$ cat src/hdl/ddo_pkg.sv
// Shared constants and functions of the differential-drive odometry block.
package ddo_pkg;

  localparam int CORDIC_STEPS_DEF = 24;

  localparam int unsigned RADIUS_RESET = 2163;
  localparam int unsigned SEP_RESET    = 409600;
  localparam logic signed [31:0] X_RESET = -32'sd32768;

  localparam int unsigned DT_FALLBACK_US = 10000;
  localparam int unsigned DT_LIMIT_US    = 10000000;
  localparam int unsigned US_PER_S       = 1000000;
  localparam int unsigned BAM_PER_RAD_US = 44798134;
  localparam logic [31:0] CORDIC_GAIN    = 32'h26DD3B6A;

  // Datapath widths
  localparam int DT_W    = 24;
  localparam int TRIG_W  = 34;
  localparam int MUL_AW  = 60;
  localparam int MUL_BW  = 34;
  localparam int DIV_W   = 60;

  // Configuration register indexes
  localparam int CFG_IDX_W = 2;
  localparam logic [CFG_IDX_W-1:0] CFG_WHEEL_RADIUS = 2'd0;
  localparam logic [CFG_IDX_W-1:0] CFG_INV_SEP      = 2'd1;

  function automatic logic [31:0] atan_bam(input logic [4:0] i);
    logic [31:0] r;
    unique case (i)
      5'd0:  r = 32'h20000000;  5'd1:  r = 32'h12E4051D;
      5'd2:  r = 32'h09FB385B;  5'd3:  r = 32'h051111D4;
      5'd4:  r = 32'h028B0D43;  5'd5:  r = 32'h0145D7E1;
      5'd6:  r = 32'h00A2F61E;  5'd7:  r = 32'h00517C55;
      5'd8:  r = 32'h0028BE53;  5'd9:  r = 32'h00145F2E;
      5'd10: r = 32'h000A2F98;  5'd11: r = 32'h000517CC;
      5'd12: r = 32'h00028BE6;  5'd13: r = 32'h000145F3;
      5'd14: r = 32'h0000A2F9;  5'd15: r = 32'h0000517C;
      5'd16: r = 32'h000028BE;  5'd17: r = 32'h0000145F;
      5'd18: r = 32'h00000A2F;  5'd19: r = 32'h00000517;
      5'd20: r = 32'h0000028B;  5'd21: r = 32'h00000145;
      5'd22: r = 32'h000000A2;  5'd23: r = 32'h00000051;
      5'd24: r = 32'h00000028;  5'd25: r = 32'h00000014;
      5'd26: r = 32'h0000000A;  5'd27: r = 32'h00000005;
      5'd28: r = 32'h00000002;  5'd29: r = 32'h00000001;
      default: r = 32'h00000000;
    endcase
    return r;
  endfunction

  function automatic logic signed [31:0] sat32(input logic signed [63:0] v);
    logic signed [31:0] r;
    if (v > 64'sd2147483647) begin
      r = 32'sh7FFFFFFF;
    end else if (v < -64'sd2147483648) begin
      r = 32'sh80000000;
    end else begin
      r = v[31:0];
    end
    return r;
  endfunction

endpackage

$ cat src/hdl/ddo_if.sv
// Valid/ready channel interfaces for wheel samples and pose results.
interface ddo_in_if;
  logic               valid;
  logic               ready;
  logic               speeds_present;
  logic signed [31:0] left_speed;
  logic signed [31:0] right_speed;
  logic [47:0]        stamp_us;
  modport source (output valid, speeds_present, left_speed, right_speed, stamp_us,
                  input ready);
  modport sink (input valid, speeds_present, left_speed, right_speed, stamp_us,
                output ready);
endinterface

interface ddo_out_if;
  logic               valid;
  logic               ready;
  logic signed [31:0] pos_x;
  logic signed [31:0] pos_y;
  logic signed [31:0] heading;
  logic signed [31:0] linear_speed;
  logic signed [31:0] turn_rate;
  logic [47:0]        out_stamp_us;
  modport source (output valid, pos_x, pos_y, heading, linear_speed, turn_rate,
                  out_stamp_us, input ready);
  modport sink (input valid, pos_x, pos_y, heading, linear_speed, turn_rate,
                out_stamp_us, output ready);
endinterface

$ cat src/hdl/ddo_sermul.sv
// Bit-serial signed multiplier, one multiplier bit per cycle.
module ddo_sermul #(
  parameter int WA = 60,
  parameter int WB = 34
) (
  input  logic                    clk,
  input  logic                    rst_n,
  input  logic                    start,
  input  logic signed [WA-1:0]    a,
  input  logic signed [WB-1:0]    b,
  output logic                    busy,
  output logic                    done,
  output logic signed [WA+WB-1:0] p
);
  localparam int CW = $clog2(WB + 1);

  logic signed [WA:0]   hi_r;
  logic [WB-1:0]        lo_r;
  logic signed [WA-1:0] a_r;
  logic [CW-1:0]        cnt_r;
  logic                 busy_r;
  logic                 done_r;

  logic signed [WA:0] a_ext;
  logic signed [WA:0] addend;
  logic signed [WA:0] sum;
  logic               last;

  always_comb begin
    a_ext = {a_r[WA-1], a_r};
    last  = (cnt_r == CW'(WB - 1));
    if (lo_r[0]) begin
      // top bit of a signed multiplier has negative weight
      addend = last ? -a_ext : a_ext;
    end else begin
      addend = '0;
    end
    sum = hi_r + addend;
  end

  always_ff @(posedge clk) begin
    if (!rst_n) begin
      busy_r <= 1'b0;
      done_r <= 1'b0;
      cnt_r  <= '0;
    end else begin
      done_r <= 1'b0;
      if (start) begin
        hi_r   <= '0;
        lo_r   <= b;
        a_r    <= a;
        cnt_r  <= '0;
        busy_r <= 1'b1;
      end else if (busy_r) begin
        hi_r  <= sum >>> 1;
        lo_r  <= {sum[0], lo_r[WB-1:1]};
        cnt_r <= cnt_r + 1'b1;
        if (last) begin
          busy_r <= 1'b0;
          done_r <= 1'b1;
        end
      end
    end
  end

  assign busy = busy_r;
  assign done = done_r;
  assign p    = {hi_r[WA-1:0], lo_r};
endmodule

$ cat src/hdl/ddo_cdiv.sv
// Bit-serial restoring division of an unsigned value by one microsecond scale.
module ddo_cdiv #(
  parameter int W = 60
) (
  input  logic         clk,
  input  logic         rst_n,
  input  logic         start,
  input  logic [W-1:0] num,
  output logic         done,
  output logic [W-1:0] quo
);
  localparam int RW = $clog2(ddo_pkg::US_PER_S) + 1;
  localparam logic [RW-1:0] DIVISOR = RW'(ddo_pkg::US_PER_S);
  localparam int CW = $clog2(W + 1);

  logic [W-1:0]  num_r;
  logic [RW-1:0] rem_r;
  logic [CW-1:0] cnt_r;
  logic          busy_r;
  logic          done_r;

  logic [RW-1:0] trial;
  logic          fits;

  always_comb begin
    trial = {rem_r[RW-2:0], num_r[W-1]};
    fits  = (trial >= DIVISOR);
  end

  always_ff @(posedge clk) begin
    if (!rst_n) begin
      busy_r <= 1'b0;
      done_r <= 1'b0;
      cnt_r  <= '0;
    end else begin
      done_r <= 1'b0;
      if (start) begin
        num_r  <= num;
        rem_r  <= '0;
        cnt_r  <= '0;
        busy_r <= 1'b1;
      end else if (busy_r) begin
        rem_r <= fits ? trial - DIVISOR : trial;
        num_r <= {num_r[W-2:0], fits};
        cnt_r <= cnt_r + 1'b1;
        if (cnt_r == CW'(W - 1)) begin
          busy_r <= 1'b0;
          done_r <= 1'b1;
        end
      end
    end
  end

  assign done = done_r;
  assign quo  = num_r;
endmodule

$ cat src/hdl/ddo_cordic.sv
// Iterative rotation-mode CORDIC giving cos and sin of a binary angle.
module ddo_cordic #(
  parameter int STEPS = 24
) (
  input  logic                                   clk,
  input  logic                                   rst_n,
  input  logic                                   start,
  input  logic [31:0]                            ang,
  output logic                                   busy,
  output logic signed [ddo_pkg::TRIG_W-1:0]      cos_o,
  output logic signed [ddo_pkg::TRIG_W-1:0]      sin_o
);
  localparam int TW = ddo_pkg::TRIG_W;
  localparam int CW = $clog2(STEPS + 1);

  logic signed [TW-1:0] x_r, y_r;
  logic [31:0]          z_r;
  logic [CW-1:0]        i_r;
  logic                 busy_r;

  logic signed [TW-1:0] dx, dy, gain;
  logic [31:0]          at;
  logic [4:0]           idx;
  logic                 flip;

  always_comb begin
    idx  = 5'(i_r);
    dx   = y_r >>> idx;
    dy   = x_r >>> idx;
    at   = ddo_pkg::atan_bam(idx);
    gain = TW'(ddo_pkg::CORDIC_GAIN);
    // left half-plane: turn by half a turn and start from the negated vector
    flip = (ang[31:30] == 2'b01) || (ang[31:30] == 2'b10);
  end

  always_ff @(posedge clk) begin
    if (!rst_n) begin
      busy_r <= 1'b0;
      i_r    <= '0;
    end else begin
      if (start) begin
        x_r    <= flip ? -gain : gain;
        y_r    <= '0;
        z_r    <= flip ? ang + 32'h80000000 : ang;
        i_r    <= '0;
        busy_r <= 1'b1;
      end else if (busy_r) begin
        if (!z_r[31]) begin
          x_r <= x_r - dx;
          y_r <= y_r + dy;
          z_r <= z_r - at;
        end else begin
          x_r <= x_r + dx;
          y_r <= y_r - dy;
          z_r <= z_r + at;
        end
        i_r <= i_r + 1'b1;
        if (i_r == CW'(STEPS - 1)) begin
          busy_r <= 1'b0;
        end
      end
    end
  end

  assign busy  = busy_r;
  assign cos_o = x_r;
  assign sin_o = y_r;
endmodule

$ cat src/hdl/diff_drive_odometry.sv
// Top level of the differential-drive odometry block.
//
// Usage: wheel-speed requests enter on in_chan (valid/ready). A request with
// speeds_present low is taken and dropped: no pose comes out and no state
// changes. Every other request moves the pose by one Euler step and yields
// one pose request on out_chan carrying position, heading, both speeds and
// the request's timestamp.
// Each request takes nine products on the bit-serial multiplier, two
// divisions by 10^6 on the bit-serial divider and a load of the output
// register. The block works on one request at a time and takes the next
// one in the cycle after the pose is loaded; most of the time goes to the
// shared one-bit-per-cycle multiplier. The CORDIC runs alongside the first
// multiplies.
// in_chan.ready is high only while no request is in work.
// A finished pose waits in the output register while the next request is
// taken; if the receiver still stalls when that one finishes, hold it there.
// Reset: pose x = -0.5 m, y = 0, heading 0, last timestamp 0, registers to
// their defaults. Configuration is written through cfg_we/cfg_index/cfg_wdata
// by the user while the block is idle, unchecked; unknown indexes are ignored.
module diff_drive_odometry #(
  parameter int CORDIC_STEPS = ddo_pkg::CORDIC_STEPS_DEF
) (
  input  logic                          clk,
  input  logic                          rst_n,
  input  logic                          cfg_we,
  input  logic [ddo_pkg::CFG_IDX_W-1:0] cfg_index,
  input  logic [23:0]                   cfg_wdata,
  ddo_in_if.sink                        in_chan,
  ddo_out_if.source                     out_chan
);
  localparam int AW = ddo_pkg::MUL_AW;
  localparam int BW = ddo_pkg::MUL_BW;
  localparam int TW = ddo_pkg::TRIG_W;
  localparam int DW = ddo_pkg::DIV_W;
  localparam int DTW = ddo_pkg::DT_W;

  typedef enum logic [3:0] {
    ST_IDLE, ST_SUM, ST_DIF, ST_ANG, ST_CX, ST_CY, ST_PX, ST_DX,
    ST_PY, ST_DY, ST_H1, ST_H2, ST_FIN
  } state_t;

  state_t state_r;

  // configuration
  logic [15:0] radius_r;
  logic [23:0] sep_r;

  // pose state
  logic signed [31:0] x_r, y_r;
  logic [31:0]        yaw_r;
  logic [47:0]        prev_r;

  // request in work
  logic signed [31:0] left_r, right_r;
  logic [47:0]        stamp_r;
  logic [DTW-1:0]     dt_r;
  logic signed [31:0] lin_r, ang_r;
  logic signed [32:0] d16_r;
  logic signed [35:0] px_r, py_r;
  logic [DW-1:0]      mag_r;
  logic               neg_r;
  logic signed [AW-1:0] hd_r;

  // output register
  logic               out_valid_r;
  logic signed [31:0] o_x_r, o_y_r, o_yaw_r, o_lin_r, o_ang_r;
  logic [47:0]        o_stamp_r;

  logic mul_start_r, div_start_r, cor_start;

  logic                   accept;
  logic signed [48:0]     diff;
  logic                   dt_bad;
  logic [DTW-1:0]         dt_new;
  logic signed [AW-1:0]   mul_a;
  logic signed [BW-1:0]   mul_b;
  logic                   mul_busy, mul_done;
  logic signed [AW+BW-1:0] mul_p;
  logic                   div_done;
  logic [DW-1:0]          div_q;
  logic                   cor_busy;
  logic signed [TW-1:0]   cos_v, sin_v;
  logic signed [DW:0]     step;
  logic signed [63:0]     pos_sum_x, pos_sum_y;
  logic signed [63:0]     ang_ext;

  assign in_chan.ready = (state_r == ST_IDLE);
  assign accept = in_chan.valid && in_chan.ready;
  assign cor_start = accept && in_chan.speeds_present;

  // time step; fall back to 10 ms when not positive or beyond 10 s
  always_comb begin
    diff   = $signed({1'b0, in_chan.stamp_us}) - $signed({1'b0, prev_r});
    dt_bad = diff[48] || (diff == '0) || (diff > 49'(ddo_pkg::DT_LIMIT_US));
    dt_new = dt_bad ? DTW'(ddo_pkg::DT_FALLBACK_US) : diff[DTW-1:0];
  end

  // operand selection for the shared multiplier
  always_comb begin
    mul_a = '0;
    mul_b = '0;
    unique case (state_r)
      ST_SUM: begin
        mul_a = AW'($signed({left_r[31], left_r}) + $signed({right_r[31], right_r}));
        mul_b = $signed({{(BW-16){1'b0}}, radius_r});
      end
      ST_DIF: begin
        mul_a = AW'($signed({left_r[31], left_r}) - $signed({right_r[31], right_r}));
        mul_b = $signed({{(BW-16){1'b0}}, radius_r});
      end
      ST_ANG: begin
        mul_a = AW'(d16_r);
        mul_b = $signed({{(BW-24){1'b0}}, sep_r});
      end
      ST_CX: begin
        mul_a = AW'(lin_r);
        mul_b = cos_v;
      end
      ST_CY: begin
        mul_a = AW'(lin_r);
        mul_b = sin_v;
      end
      ST_PX: begin
        mul_a = AW'(px_r);
        mul_b = $signed({{(BW-DTW){1'b0}}, dt_r});
      end
      ST_PY: begin
        mul_a = AW'(py_r);
        mul_b = $signed({{(BW-DTW){1'b0}}, dt_r});
      end
      ST_H1: begin
        mul_a = AW'(ang_r);
        mul_b = $signed({{(BW-DTW){1'b0}}, dt_r});
      end
      ST_H2: begin
        mul_a = hd_r;
        mul_b = BW'(ddo_pkg::BAM_PER_RAD_US);
      end
      default: begin
        mul_a = '0;
        mul_b = '0;
      end
    endcase
  end

  always_comb begin
    step      = neg_r ? -$signed({1'b0, div_q}) : $signed({1'b0, div_q});
    pos_sum_x = 64'(x_r) + 64'(step);
    pos_sum_y = 64'(y_r) + 64'(step);
    ang_ext   = {{22{mul_p[57]}}, mul_p[57:16]};
  end

  ddo_sermul #(.WA(AW), .WB(BW)) u_mul (
    .clk(clk), .rst_n(rst_n), .start(mul_start_r), .a(mul_a), .b(mul_b),
    .busy(mul_busy), .done(mul_done), .p(mul_p)
  );

  ddo_cdiv #(.W(DW)) u_div (
    .clk(clk), .rst_n(rst_n), .start(div_start_r), .num(mag_r),
    .done(div_done), .quo(div_q)
  );

  ddo_cordic #(.STEPS(CORDIC_STEPS)) u_cordic (
    .clk(clk), .rst_n(rst_n), .start(cor_start), .ang(yaw_r),
    .busy(cor_busy), .cos_o(cos_v), .sin_o(sin_v)
  );

  always_ff @(posedge clk) begin
    if (!rst_n) begin
      state_r     <= ST_IDLE;
      radius_r    <= 16'(ddo_pkg::RADIUS_RESET);
      sep_r       <= 24'(ddo_pkg::SEP_RESET);
      x_r         <= ddo_pkg::X_RESET;
      y_r         <= '0;
      yaw_r       <= '0;
      prev_r      <= '0;
      out_valid_r <= 1'b0;
      mul_start_r <= 1'b0;
      div_start_r <= 1'b0;
    end else begin
      mul_start_r <= 1'b0;
      div_start_r <= 1'b0;

      if (cfg_we) begin
        if (cfg_index == ddo_pkg::CFG_WHEEL_RADIUS) begin
          radius_r <= cfg_wdata[15:0];
        end else if (cfg_index == ddo_pkg::CFG_INV_SEP) begin
          sep_r <= cfg_wdata;
        end
      end

      // drop the taken pose; the final state reloads the register itself
      if (out_valid_r && out_chan.ready && (state_r != ST_FIN)) begin
        out_valid_r <= 1'b0;
      end

      unique case (state_r)
        ST_IDLE: begin
          // drop requests without speeds, state untouched
          if (accept && in_chan.speeds_present) begin
            left_r      <= in_chan.left_speed;
            right_r     <= in_chan.right_speed;
            stamp_r     <= in_chan.stamp_us;
            prev_r      <= in_chan.stamp_us;
            dt_r        <= dt_new;
            state_r     <= ST_SUM;
            mul_start_r <= 1'b1;
          end
        end
        ST_SUM: begin
          if (mul_done) begin
            lin_r       <= ddo_pkg::sat32({{31{mul_p[49]}}, mul_p[49:17]});
            state_r     <= ST_DIF;
            mul_start_r <= 1'b1;
          end
        end
        ST_DIF: begin
          if (mul_done) begin
            d16_r       <= mul_p[48:16];
            state_r     <= ST_ANG;
            mul_start_r <= 1'b1;
          end
        end
        ST_ANG: begin
          if (mul_done) begin
            ang_r       <= ddo_pkg::sat32(ang_ext);
            state_r     <= ST_CX;
            mul_start_r <= 1'b1;
          end
        end
        ST_CX: begin
          if (mul_done) begin
            px_r        <= mul_p[65:30];
            state_r     <= ST_CY;
            mul_start_r <= 1'b1;
          end
        end
        ST_CY: begin
          if (mul_done) begin
            py_r        <= mul_p[65:30];
            state_r     <= ST_PX;
            mul_start_r <= 1'b1;
          end
        end
        ST_PX: begin
          if (mul_done) begin
            neg_r       <= mul_p[DW-1];
            mag_r       <= mul_p[DW-1] ? -mul_p[DW-1:0] : mul_p[DW-1:0];
            state_r     <= ST_DX;
            div_start_r <= 1'b1;
          end
        end
        ST_DX: begin
          if (div_done) begin
            x_r         <= ddo_pkg::sat32(pos_sum_x);
            state_r     <= ST_PY;
            mul_start_r <= 1'b1;
          end
        end
        ST_PY: begin
          if (mul_done) begin
            neg_r       <= mul_p[DW-1];
            mag_r       <= mul_p[DW-1] ? -mul_p[DW-1:0] : mul_p[DW-1:0];
            state_r     <= ST_DY;
            div_start_r <= 1'b1;
          end
        end
        ST_DY: begin
          if (div_done) begin
            y_r         <= ddo_pkg::sat32(pos_sum_y);
            state_r     <= ST_H1;
            mul_start_r <= 1'b1;
          end
        end
        ST_H1: begin
          if (mul_done) begin
            hd_r        <= mul_p[AW-1:0];
            state_r     <= ST_H2;
            mul_start_r <= 1'b1;
          end
        end
        ST_H2: begin
          if (mul_done) begin
            // heading advances modulo a full turn
            yaw_r   <= yaw_r + mul_p[63:32];
            state_r <= ST_FIN;
          end
        end
        ST_FIN: begin
          // hold the pose until the output register is free
          if (!out_valid_r || out_chan.ready) begin
            out_valid_r <= 1'b1;
            o_x_r       <= x_r;
            o_y_r       <= y_r;
            o_yaw_r     <= yaw_r;
            o_lin_r     <= lin_r;
            o_ang_r     <= ang_r;
            o_stamp_r   <= stamp_r;
            state_r     <= ST_IDLE;
          end
        end
        default: state_r <= ST_IDLE;
      endcase
    end
  end

  assign out_chan.valid        = out_valid_r;
  assign out_chan.pos_x        = o_x_r;
  assign out_chan.pos_y        = o_y_r;
  assign out_chan.heading      = o_yaw_r;
  assign out_chan.linear_speed = o_lin_r;
  assign out_chan.turn_rate    = o_ang_r;
  assign out_chan.out_stamp_us = o_stamp_r;

  // cos and sin must be settled before they feed the multiplier
  a_cordic_ready: assert property (@(posedge clk) disable iff (!rst_n)
    (mul_start_r && (state_r == ST_CX || state_r == ST_CY)) |-> !cor_busy)
    else $error("cordic still busy at trig multiply");

  // never restart the shared multiplier mid-operation
  a_mul_free: assert property (@(posedge clk) disable iff (!rst_n)
    mul_start_r |-> !mul_busy)
    else $error("multiplier restarted while busy");

  // a request without speeds leaves the block idle
  a_drop: assert property (@(posedge clk) disable iff (!rst_n)
    (accept && !in_chan.speeds_present) |=> (state_r == ST_IDLE))
    else $error("dropped request started work");

  // a pending pose is never overwritten
  a_no_overwrite: assert property (@(posedge clk) disable iff (!rst_n)
    (out_valid_r && !out_chan.ready) |=> (out_valid_r && $stable(o_stamp_r)))
    else $error("pending pose lost");
endmodule

$ cat src/flat_wrapper.sv
// flat-port wrapper written by rule: the top's interface ports become plain ports
module diff_drive_odometry_flat 
#(
  parameter int CORDIC_STEPS = ddo_pkg::CORDIC_STEPS_DEF
)
  (clk, rst_n, cfg_we, cfg_index, cfg_wdata, in_chan_valid, in_chan_speeds_present, in_chan_left_speed, in_chan_right_speed, in_chan_stamp_us, in_chan_ready, out_chan_valid, out_chan_pos_x, out_chan_pos_y, out_chan_heading, out_chan_linear_speed, out_chan_turn_rate, out_chan_out_stamp_us, out_chan_ready);
  ddo_in_if in_chan_i ();
  ddo_out_if out_chan_i ();
  input  logic clk;
  input  logic rst_n;
  input  logic cfg_we;
  input  logic [ddo_pkg::CFG_IDX_W-1:0] cfg_index;
  input  logic [23:0] cfg_wdata;
  input wire logic [$bits(in_chan_i.valid)-1:0] in_chan_valid;
  input wire logic [$bits(in_chan_i.speeds_present)-1:0] in_chan_speeds_present;
  input wire logic [$bits(in_chan_i.left_speed)-1:0] in_chan_left_speed;
  input wire logic [$bits(in_chan_i.right_speed)-1:0] in_chan_right_speed;
  input wire logic [$bits(in_chan_i.stamp_us)-1:0] in_chan_stamp_us;
  output wire logic [$bits(in_chan_i.ready)-1:0] in_chan_ready;
  output wire logic [$bits(out_chan_i.valid)-1:0] out_chan_valid;
  output wire logic [$bits(out_chan_i.pos_x)-1:0] out_chan_pos_x;
  output wire logic [$bits(out_chan_i.pos_y)-1:0] out_chan_pos_y;
  output wire logic [$bits(out_chan_i.heading)-1:0] out_chan_heading;
  output wire logic [$bits(out_chan_i.linear_speed)-1:0] out_chan_linear_speed;
  output wire logic [$bits(out_chan_i.turn_rate)-1:0] out_chan_turn_rate;
  output wire logic [$bits(out_chan_i.out_stamp_us)-1:0] out_chan_out_stamp_us;
  input wire logic [$bits(out_chan_i.ready)-1:0] out_chan_ready;
  assign in_chan_i.valid = in_chan_valid;
  assign in_chan_i.speeds_present = in_chan_speeds_present;
  assign in_chan_i.left_speed = in_chan_left_speed;
  assign in_chan_i.right_speed = in_chan_right_speed;
  assign in_chan_i.stamp_us = in_chan_stamp_us;
  assign in_chan_ready = in_chan_i.ready;
  assign out_chan_valid = out_chan_i.valid;
  assign out_chan_pos_x = out_chan_i.pos_x;
  assign out_chan_pos_y = out_chan_i.pos_y;
  assign out_chan_heading = out_chan_i.heading;
  assign out_chan_linear_speed = out_chan_i.linear_speed;
  assign out_chan_turn_rate = out_chan_i.turn_rate;
  assign out_chan_out_stamp_us = out_chan_i.out_stamp_us;
  assign out_chan_i.ready = out_chan_ready;
  diff_drive_odometry #(.CORDIC_STEPS(CORDIC_STEPS)) u_core (.clk(clk), .rst_n(rst_n), .cfg_we(cfg_we), .cfg_index(cfg_index), .cfg_wdata(cfg_wdata), .in_chan(in_chan_i), .out_chan(out_chan_i));
endmodule
$ cat config.mk
export PLATFORM = sky130hd
export DESIGN_NAME = diff_drive_odometry_flat
export DESIGN_NICKNAME = d
export VERILOG_FILES = /design/src/hdl/ddo_pkg.sv /design/src/hdl/ddo_if.sv /design/src/hdl/ddo_sermul.sv /design/src/hdl/ddo_cdiv.sv /design/src/hdl/ddo_cordic.sv /design/src/hdl/diff_drive_odometry.sv /design/src/flat_wrapper.sv
export SDC_FILE = /design/constraint.sdc
export NUM_CORES = 2
export LEC_CHECK = 0
export BUFFER_PORTS_ARGS = -buffer_cell sky130_fd_sc_hd__buf_2
export CAP_MARGIN = 5
export CORE_UTILIZATION = 45
export DETAILED_ROUTE_END_ITERATION = 10
export SETUP_SLACK_MARGIN = 0.15
export SLEW_MARGIN = 20
export SYNTH_ARGS = -nofsm -noshare
export SYNTH_HDL_FRONTEND = slang
export SYNTH_SLANG_ARGS = --single-unit
$ cat constraint.sdc
create_clock -name clk -period 35.3 [get_ports clk]
set_input_delay 3.53 -clock clk [delete_from_list [all_inputs] [get_ports clk]]
set_output_delay 3.53 -clock clk [all_outputs]
set_load 0.1 [all_outputs]
### Word-level counts from Yosys, hierarchy flattened

Memories as Yosys holds them, arrays and structs flattened. A register that Yosys moved wholly into a read port is not among the register bits.
Index checks and enable logic that the tools add are counted.

* flip-flop bits (word level): 1182
* bits in latches: 0
* RAM bits: 0
* memory bits (read-only): 960
* input bits: 144
* output and inout port bits: 210
* logic and storage cells: 225
* memories kept: 1

* add/sub/neg operators: 21
* multipliers: 0
* div/mod/pow operators: 0
* $lt $le $gt $ge: 10
* equality and inequality tests: 32
* shifts and indexed selects: 2
* muxes and demuxes: 63
* bitwise operators: 4
* reduce and logical (&&, ||, !) cells: 47

Memory list
* (name not given): words 32, width 30, rd ports 1, clocked after Yosys merged registers in 1, wr ports 0, line ddo_pkg.sv:30 `unique case (i)`

Operator list (count)
* one-hot mux 60 bit (8 select lines): 1
* 2-to-1 mux 32 bit: 10
* 2-to-1 mux 34 bit: 8
* 2-to-1 mux 61 bit: 4
* one-hot mux 34 bit (6 select lines): 1
* greater-than comparator 64 x 32 -> 1 bit (second input constant): 2
* less-than comparator 64 x 32 -> 1 bit (second input constant): 2
* adder 32 x 61 -> 62 bit: 2
* negator 60 -> 61 bit: 2
* 2-to-1 mux 60 bit: 2
* adder 34 bit: 2
* >>> shifter 34 x 5 -> 34 bit: 2
* subtractor 34 bit: 2
* adder 32 bit: 2
* adder 61 bit: 1
* negator 60 bit: 1
* 2-to-1 mux 59 bit: 1
* 2-to-1 mux 4 bit: 13
* one-hot mux 4 bit (13 select lines): 1
* greater-than comparator 49 x 24 -> 1 bit (second input constant): 1
* zero test 49 bit: 1
* subtractor 48 x 48 -> 49 bit: 1
* greater-than comparator 42 x 32 -> 1 bit (second input constant): 1
* less-than comparator 42 x 32 -> 1 bit (second input constant): 1
* other kinds (38): 115

### Longest topological paths before layout

* word-level depth: 6
* mapped depth: 31
* mapped depth without buffers: 29

### By module

Synthesis repeated with hierarchy kept, for this count alone.

* cells, all modules: 8242
* area total of the unflattened synthesis: 80997.7 um2

Modules (own cells, without submodules)
* diff_drive_odometry: times used 1, cells each 4799, area an instance 47989.8 um2, seq. area each 22861.9 um2
* ddo_cordic: times used 1, cells each 2015, area an instance 17628.2 um2, seq. area each 3723.6 um2
* ddo_sermul: times used 1, cells each 1159, area an instance 11418.5 um2, seq. area each 4784.6 um2
* ddo_cdiv: times used 1, cells each 269, area an instance 3961.3 um2, seq. area each 2562.5 um2

### Least setup slack after synthesis

Ideal clock, no wire load.

* path kind: in2reg
* start point: in rst_n
* end point: reg u_core.o_yaw_r[0] (netlist: u_core.out_chan.heading[0]) (enable)
* setup time: 1.360 ns
* arrival time: 25.332 ns
* required time: 33.940 ns
* path slack: 8.608 ns
* stages: 3
* path buffers: 2
* cell sequence: clkbuf_1 -> clkbuf_1 -> nor4b_1

* cells in the longest elaborated chain, start to end: 1

Ends and longest elaborated chain
* start, declared: line flat_wrapper.sv:10 `input logic rst_n;`
* AND reduction 3 bit (no source line)
* end signal, assigned: line diff_drive_odometry.sv:295 `o_yaw_r <= yaw_r;`
* end, declared: line diff_drive_odometry.sv:66 `logic signed [31:0] o_x_r, o_y_r, o_yaw_r, o_lin_r, o_ang_r;`

No other way between the ends.
A chain may end at the register's enable or synchronous reset.

### Worst setup path in the final report

* start point: reg u_core.u_div.num_r[4] (netlist: u_core.u_div.quo[4])
* end point: reg u_core.x_r[7]

* cells in the longest elaborated chain, start to end: 6
* elaborated cells between the ends (all ways): 7
* those cells by class: 2 x add/sub; 2 x order compare; 3 x mux

Ends and longest elaborated chain
* start, declared: line ddo_cdiv.sv:16 `logic [W-1:0] num_r;`
* start signal, assigned: line ddo_cdiv.sv:38 `num_r <= num;`
* start signal, assigned: line ddo_cdiv.sv:44 `num_r <= {num_r[W-2:0], fits};`
* negator 60 -> 61 bit: line diff_drive_odometry.sv:147 `step = neg_r ? -$signed({1'b0, div_q}) : $signed({1'b0, div_q});`
* 2-to-1 mux 61 bit (*): line diff_drive_odometry.sv:147
* adder 32 x 61 -> 62 bit (*): line diff_drive_odometry.sv:148 `pos_sum_x = 64'(x_r) + 64'(step);`
* less-than comparator 64 x 32 -> 1 bit: line ddo_pkg.sv:55 `end else if (v < -64'sd2147483648) begin`
* 2-to-1 mux 32 bit: line ddo_pkg.sv:55
* 2-to-1 mux 32 bit (*): line ddo_pkg.sv:53 `if (v > 64'sd2147483647) begin`
* end signal, assigned: line diff_drive_odometry.sv:173 `x_r <= ddo_pkg::X_RESET;`
* end signal, assigned: line diff_drive_odometry.sv:255 `x_r <= ddo_pkg::sat32(pos_sum_x);`
* end, declared: line diff_drive_odometry.sv:49 `logic signed [31:0] x_r, y_r;`

Mark *: on every way between the ends. The rest lies on a longest branch, timed or not.

==> reports/qor_table.md <==
| Metric | Value |
| --- | --- |
| Run status | completed |
| Number of flops mapped to enable cells by yosys | 968 |
| Mux contribution to synthesized area | 3.83% |
| Ports | 354 |
| Via-per-instance ratio | 6.04 |
| Clock tree from TritonCTS | done |
| Final period util | 26.8% |
| Number of nets in the layout | 8572 |
| Largest family of logic cells by synthesized area | compound AO/OA/AOI/OAI gates |
| Layout cells sized above 1 | 11.4% |
| Number of different library cells in the post-synthesis netlist | 83 |
| Average instance area after synthesis | 9.82 µm² |
| Critical path data required time | 36.03 ns |
| Number of slew-limit violations in the final report | 0 |
| Total nets after synthesis | 8356 |
| Type of the worst min-delay path | reg2reg |
| Post-route standard cell area excluding fillers | 85000 µm² |
| Pin count of the biggest net entering global routing | 138 |
| Minimum clock period after layout | 9.46 ns |
| Die outline width | 413 µm |
| Core Box Area | 168000 µm² |
| Post-detailed-placement half-perimeter wirelength | 175000 µm |
| Number of failing setup endpoints in the final timing report | 0 |
| Vertical die dimension | 413 µm |
| Overall track demand over capacity in global routing | 27.6% |
| Number of antenna violations at the first check in global routing | 5 |
| Critical path endpoint category | register |
| IO Port Bufs | 353 |
| Most frequent cell on the critical path | sky130_fd_sc_hd__or4_1 |
| Fraction of the yosys area taken by sequential cells | 44.6% |
| Minimum setup slack in the final design | 25.84 ns |
| Clock buffer count from CTS | 138 |
| Area share of xor/xnor cells in the synthesized design | 6.43% |
| Peak ir drop on the vdd network | 0.0000660 V |
| Setup repair after global routing missed its margin | no |
| Total Die Area | 171000 µm² |
| Worst path max stage delay | 0.74 ns |
| FFs w/ async S/R, synth | 0% |
| Site Rows | 150 |
| Insertion delay to the later sink of the worst-skew pair | 0.80 ns |
| Post-DRT Antenna Nets | 0 |
| Avg WL per Cell | 23.4 µm |
| Maximum Capacitance Violations | 0 |
| Max Root-Sink Buffers | 3 |
| Root Buffer Master | sky130_fd_sc_hd__clkbuf_16 |
| Gates resized, CTS repair | 0 |
| First-pass GRT wire length | 360000 µm |
| CTS H-Tree Depth | 4 |
| Final Hold Viols | 0 |
| Max FO, Critical Path | 9 |
| Number of buffers added for setup after CTS | 0 |
| # clock sinks | 1211 |
| Adder-cell area share of the yosys netlist | 7.61% |
| Post-placement worst setup slack | 25.97 ns |
| Setup total negative slack | 0 ns |
| Category of the critical setup timing path | reg2reg |
| Cell with the biggest individual delay on the critical path | sky130_fd_sc_hd__o31ai_1 |
| Layout Area Growth over Synthesis | 11.6% |
| Most frequently used flop master after synthesis | sky130_fd_sc_hd__edfxtp_1 |
| Area fraction in and, or, nand and nor cells after synthesis | 14.9% |
| Via count of the first global-routing pass | 58.8k |
| Starting utilization of the core area | 45.4% |
| Cells after DPL | 10.0k |
| Count of state elements after synthesis | 1211 |
| Fraction of the mapped netlist area in compound gates | 19.4% |
| Post-synth design cell area | 76200 µm² |
| Data arrival time at the worst-slack endpoint | 10.18 ns |
| GR Overflow Total | 0 |
| Leakage | 33.0 nW |
| Max-slew headroom at the worst pin | 26.3% |
| Gate count of the mapped netlist | 7755 |
| Number of non-filler instances in the completed layout | 10.3k |
| Most common cell after layout, fill and taps aside | sky130_fd_sc_hd__edfxtp_1 |
| Total power per unit cell area | 59.2 nW/µm² |
| Instance area after placement | 80300 µm² |
| Startpoint type of the worst setup path | register |
| Total buffers and inverters traversed by the critical path | 0 |
| Weighted congestion reported at the end of routability-driven placement | 0.925 |
| Maximum clock skew at final layout | 0.0344 ns |
| Number of hold buffers added after CTS | 0 |
| Top cell family by delay on the critical path | simple AND/OR/NAND/NOR gates |
| First-pass DRT Iterations | 6 |
| Upper clock frequency limit | 0.106 GHz |
| Residual DRC count | 0 |
| Via Count | 62.1k |
| Reg clk slew, reported paths | 0.06 ns |
| Slew at the pin closest to its max-slew limit | 1.11 ns |
| Drt initial violations | 6195 |
| Post-detailed-routing wire length | 241000 µm |
| Yosys warning count | 0 |
| Most used cells in the layout excluding fill and tap cells | sky130_fd_sc_hd__edfxtp_1, sky130_fd_sc_hd__nand2_1, sky130_fd_sc_hd__nor2_1, sky130_fd_sc_hd__a21oi_1, sky130_fd_sc_hd__o21ai_0 |
## synth_stat cells (19+ instances only)
master | number | area (µm²)
sky130_fd_sc_hd__nor2_1 | 593 | 2230
sky130_fd_sc_hd__clkbuf_1 | 335 | 1260
sky130_fd_sc_hd__o21a_1 | 74 | 556
sky130_fd_sc_hd__nand4_1 | 95 | 594
sky130_fd_sc_hd__a41oi_1 | 19 | 166
sky130_fd_sc_hd__buf_1 | 42 | 158
sky130_fd_sc_hd__and2_1 | 82 | 513
sky130_fd_sc_hd__a21oi_1 | 581 | 2910
sky130_fd_sc_hd__a21o_1 | 220 | 1650
sky130_fd_sc_hd__o21bai_1 | 72 | 541
sky130_fd_sc_hd__a31oi_1 | 54 | 338
sky130_fd_sc_hd__o2bb2ai_1 | 33 | 289
sky130_fd_sc_hd__o41ai_1 | 24 | 210
sky130_fd_sc_hd__a211oi_1 | 56 | 420
sky130_fd_sc_hd__mux2_2 | 80 | 901
sky130_fd_sc_hd__mux4_2 | 63 | 1420
sky130_fd_sc_hd__o211ai_1 | 40 | 300
sky130_fd_sc_hd__mux2i_1 | 60 | 601
sky130_fd_sc_hd__nor4_1 | 65 | 407
sky130_fd_sc_hd__nor3b_1 | 22 | 165
sky130_fd_sc_hd__a222oi_1 | 22 | 220
sky130_fd_sc_hd__inv_1 | 278 | 1040
sky130_fd_sc_hd__o31ai_1 | 73 | 548
sky130_fd_sc_hd__nand2b_1 | 109 | 682
sky130_fd_sc_hd__a21boi_0 | 108 | 811
sky130_fd_sc_hd__or4_1 | 56 | 420
sky130_fd_sc_hd__and3_1 | 62 | 388
sky130_fd_sc_hd__xor2_1 | 209 | 1830
sky130_fd_sc_hd__nand2_1 | 847 | 3180
sky130_fd_sc_hd__ha_1 | 447 | 5590
sky130_fd_sc_hd__edfxtp_1 | 968 | 29100
sky130_fd_sc_hd__or2_2 | 27 | 169
sky130_fd_sc_hd__a221oi_1 | 21 | 184
sky130_fd_sc_hd__nor3_1 | 125 | 626
sky130_fd_sc_hd__nor2b_1 | 71 | 444
sky130_fd_sc_hd__dfxtp_1 | 243 | 4860
sky130_fd_sc_hd__a211o_1 | 26 | 228
sky130_fd_sc_hd__a22oi_1 | 116 | 871
sky130_fd_sc_hd__a221o_1 | 27 | 270
sky130_fd_sc_hd__o22ai_1 | 58 | 363
sky130_fd_sc_hd__nand3_1 | 126 | 631
sky130_fd_sc_hd__or3_1 | 56 | 350
sky130_fd_sc_hd__a2111oi_0 | 22 | 193
sky130_fd_sc_hd__o21ai_0 | 483 | 2420
sky130_fd_sc_hd__xnor2_1 | 350 | 3070
## per-layer routing
metal,global-route usage [%],up-vias,part of all wire [%]
met1,36.6,30265,42
met5,0,-,0
met2,45.4,2120,47
met3,4.11,409,6.6
li1,-,29347,-
met4,10.2,0,3.8
## path summary, 6_finish.rpt
kind	startpoint	end	slack (ns)	depth (start not counted)
hold reg to reg	u_core.stamp_r[31]	u_core.out_chan.out_stamp_us[31]	0.42	0
setup / recovery	u_core.u_div.quo[4]	u_core.x_r[7]	25.84	25
setup reg to reg	u_core.u_div.quo[4]	u_core.x_r[7]	25.84	25
hold / removal	u_core.stamp_r[31]	u_core.out_chan.out_stamp_us[31]	0.42	0
## sequential cells by signal (all words and copies together), names as in the netlist, 33 cells and up
register                      cells
u_core.px_r                      36
u_core.d16_r                     33
u_core.hd_r                      60
u_core.prev_r                    48
u_core.py_r                      36
u_core.u_cordic.cos_o            34
u_core.u_cordic.sin_o            34
u_core.u_mul.a_r                 60
u_core.stamp_r                   48
u_core.u_div.quo                 60
u_core.out_chan.out_stamp_us     48
u_core.mag_r                     60
u_core.u_mul.hi_r                60
u_core.u_mul.lo_r                34
## layout make-up
cell class / instances / area, µm²
Multi-Input combinational cell: 5885 / 40000
Fill cell: 15251 / 82600
Timing Repair Buffer: 454 / 2570
Sequential cell: 1211 / 33900
Inverter: 281 / 1050
Antenna cell: 3 / 7.51
Tap cell: 2204 / 2760
Clock inverter: 85 / 935
Clock buffer: 169 / 3720
## cells by family after synthesis
| family | Yosys count |
|---|---|
| AND/OR/NAND/NOR | 2402 |
| AO/OA/AOI/OAI | 2264 |
| flip-flops | 1211 |
| buffers and inverters | 659 |
| XOR/XNOR | 559 |
| adder cells (fa/ha/maj) | 457 |
| multiplexers | 203 |
## power breakdown
part / switching [W] / total (W) / internal (W)
sequential: 0.000126 / 0.00183 / 0.00171
combinational: 0.00100 / 0.00172 / 0.000713
clock: 0.000625 / 0.00148 / 0.000856
total: 0.00176 / 0.00503 / 0.00327
## through the flow
stage	hold slack (ns)	power, W	utilization (%)
floorplan	0.400	0.00311	-
global placement	0.401	0.00351	47.9
detailed placement	0.405	0.00354	47.9
CTS	0.419	0.00503	50.7
global route	0.420	0.00531	50.7
finish	0.418	0.00503	50.7
Power figures use the tool's default switching activity.
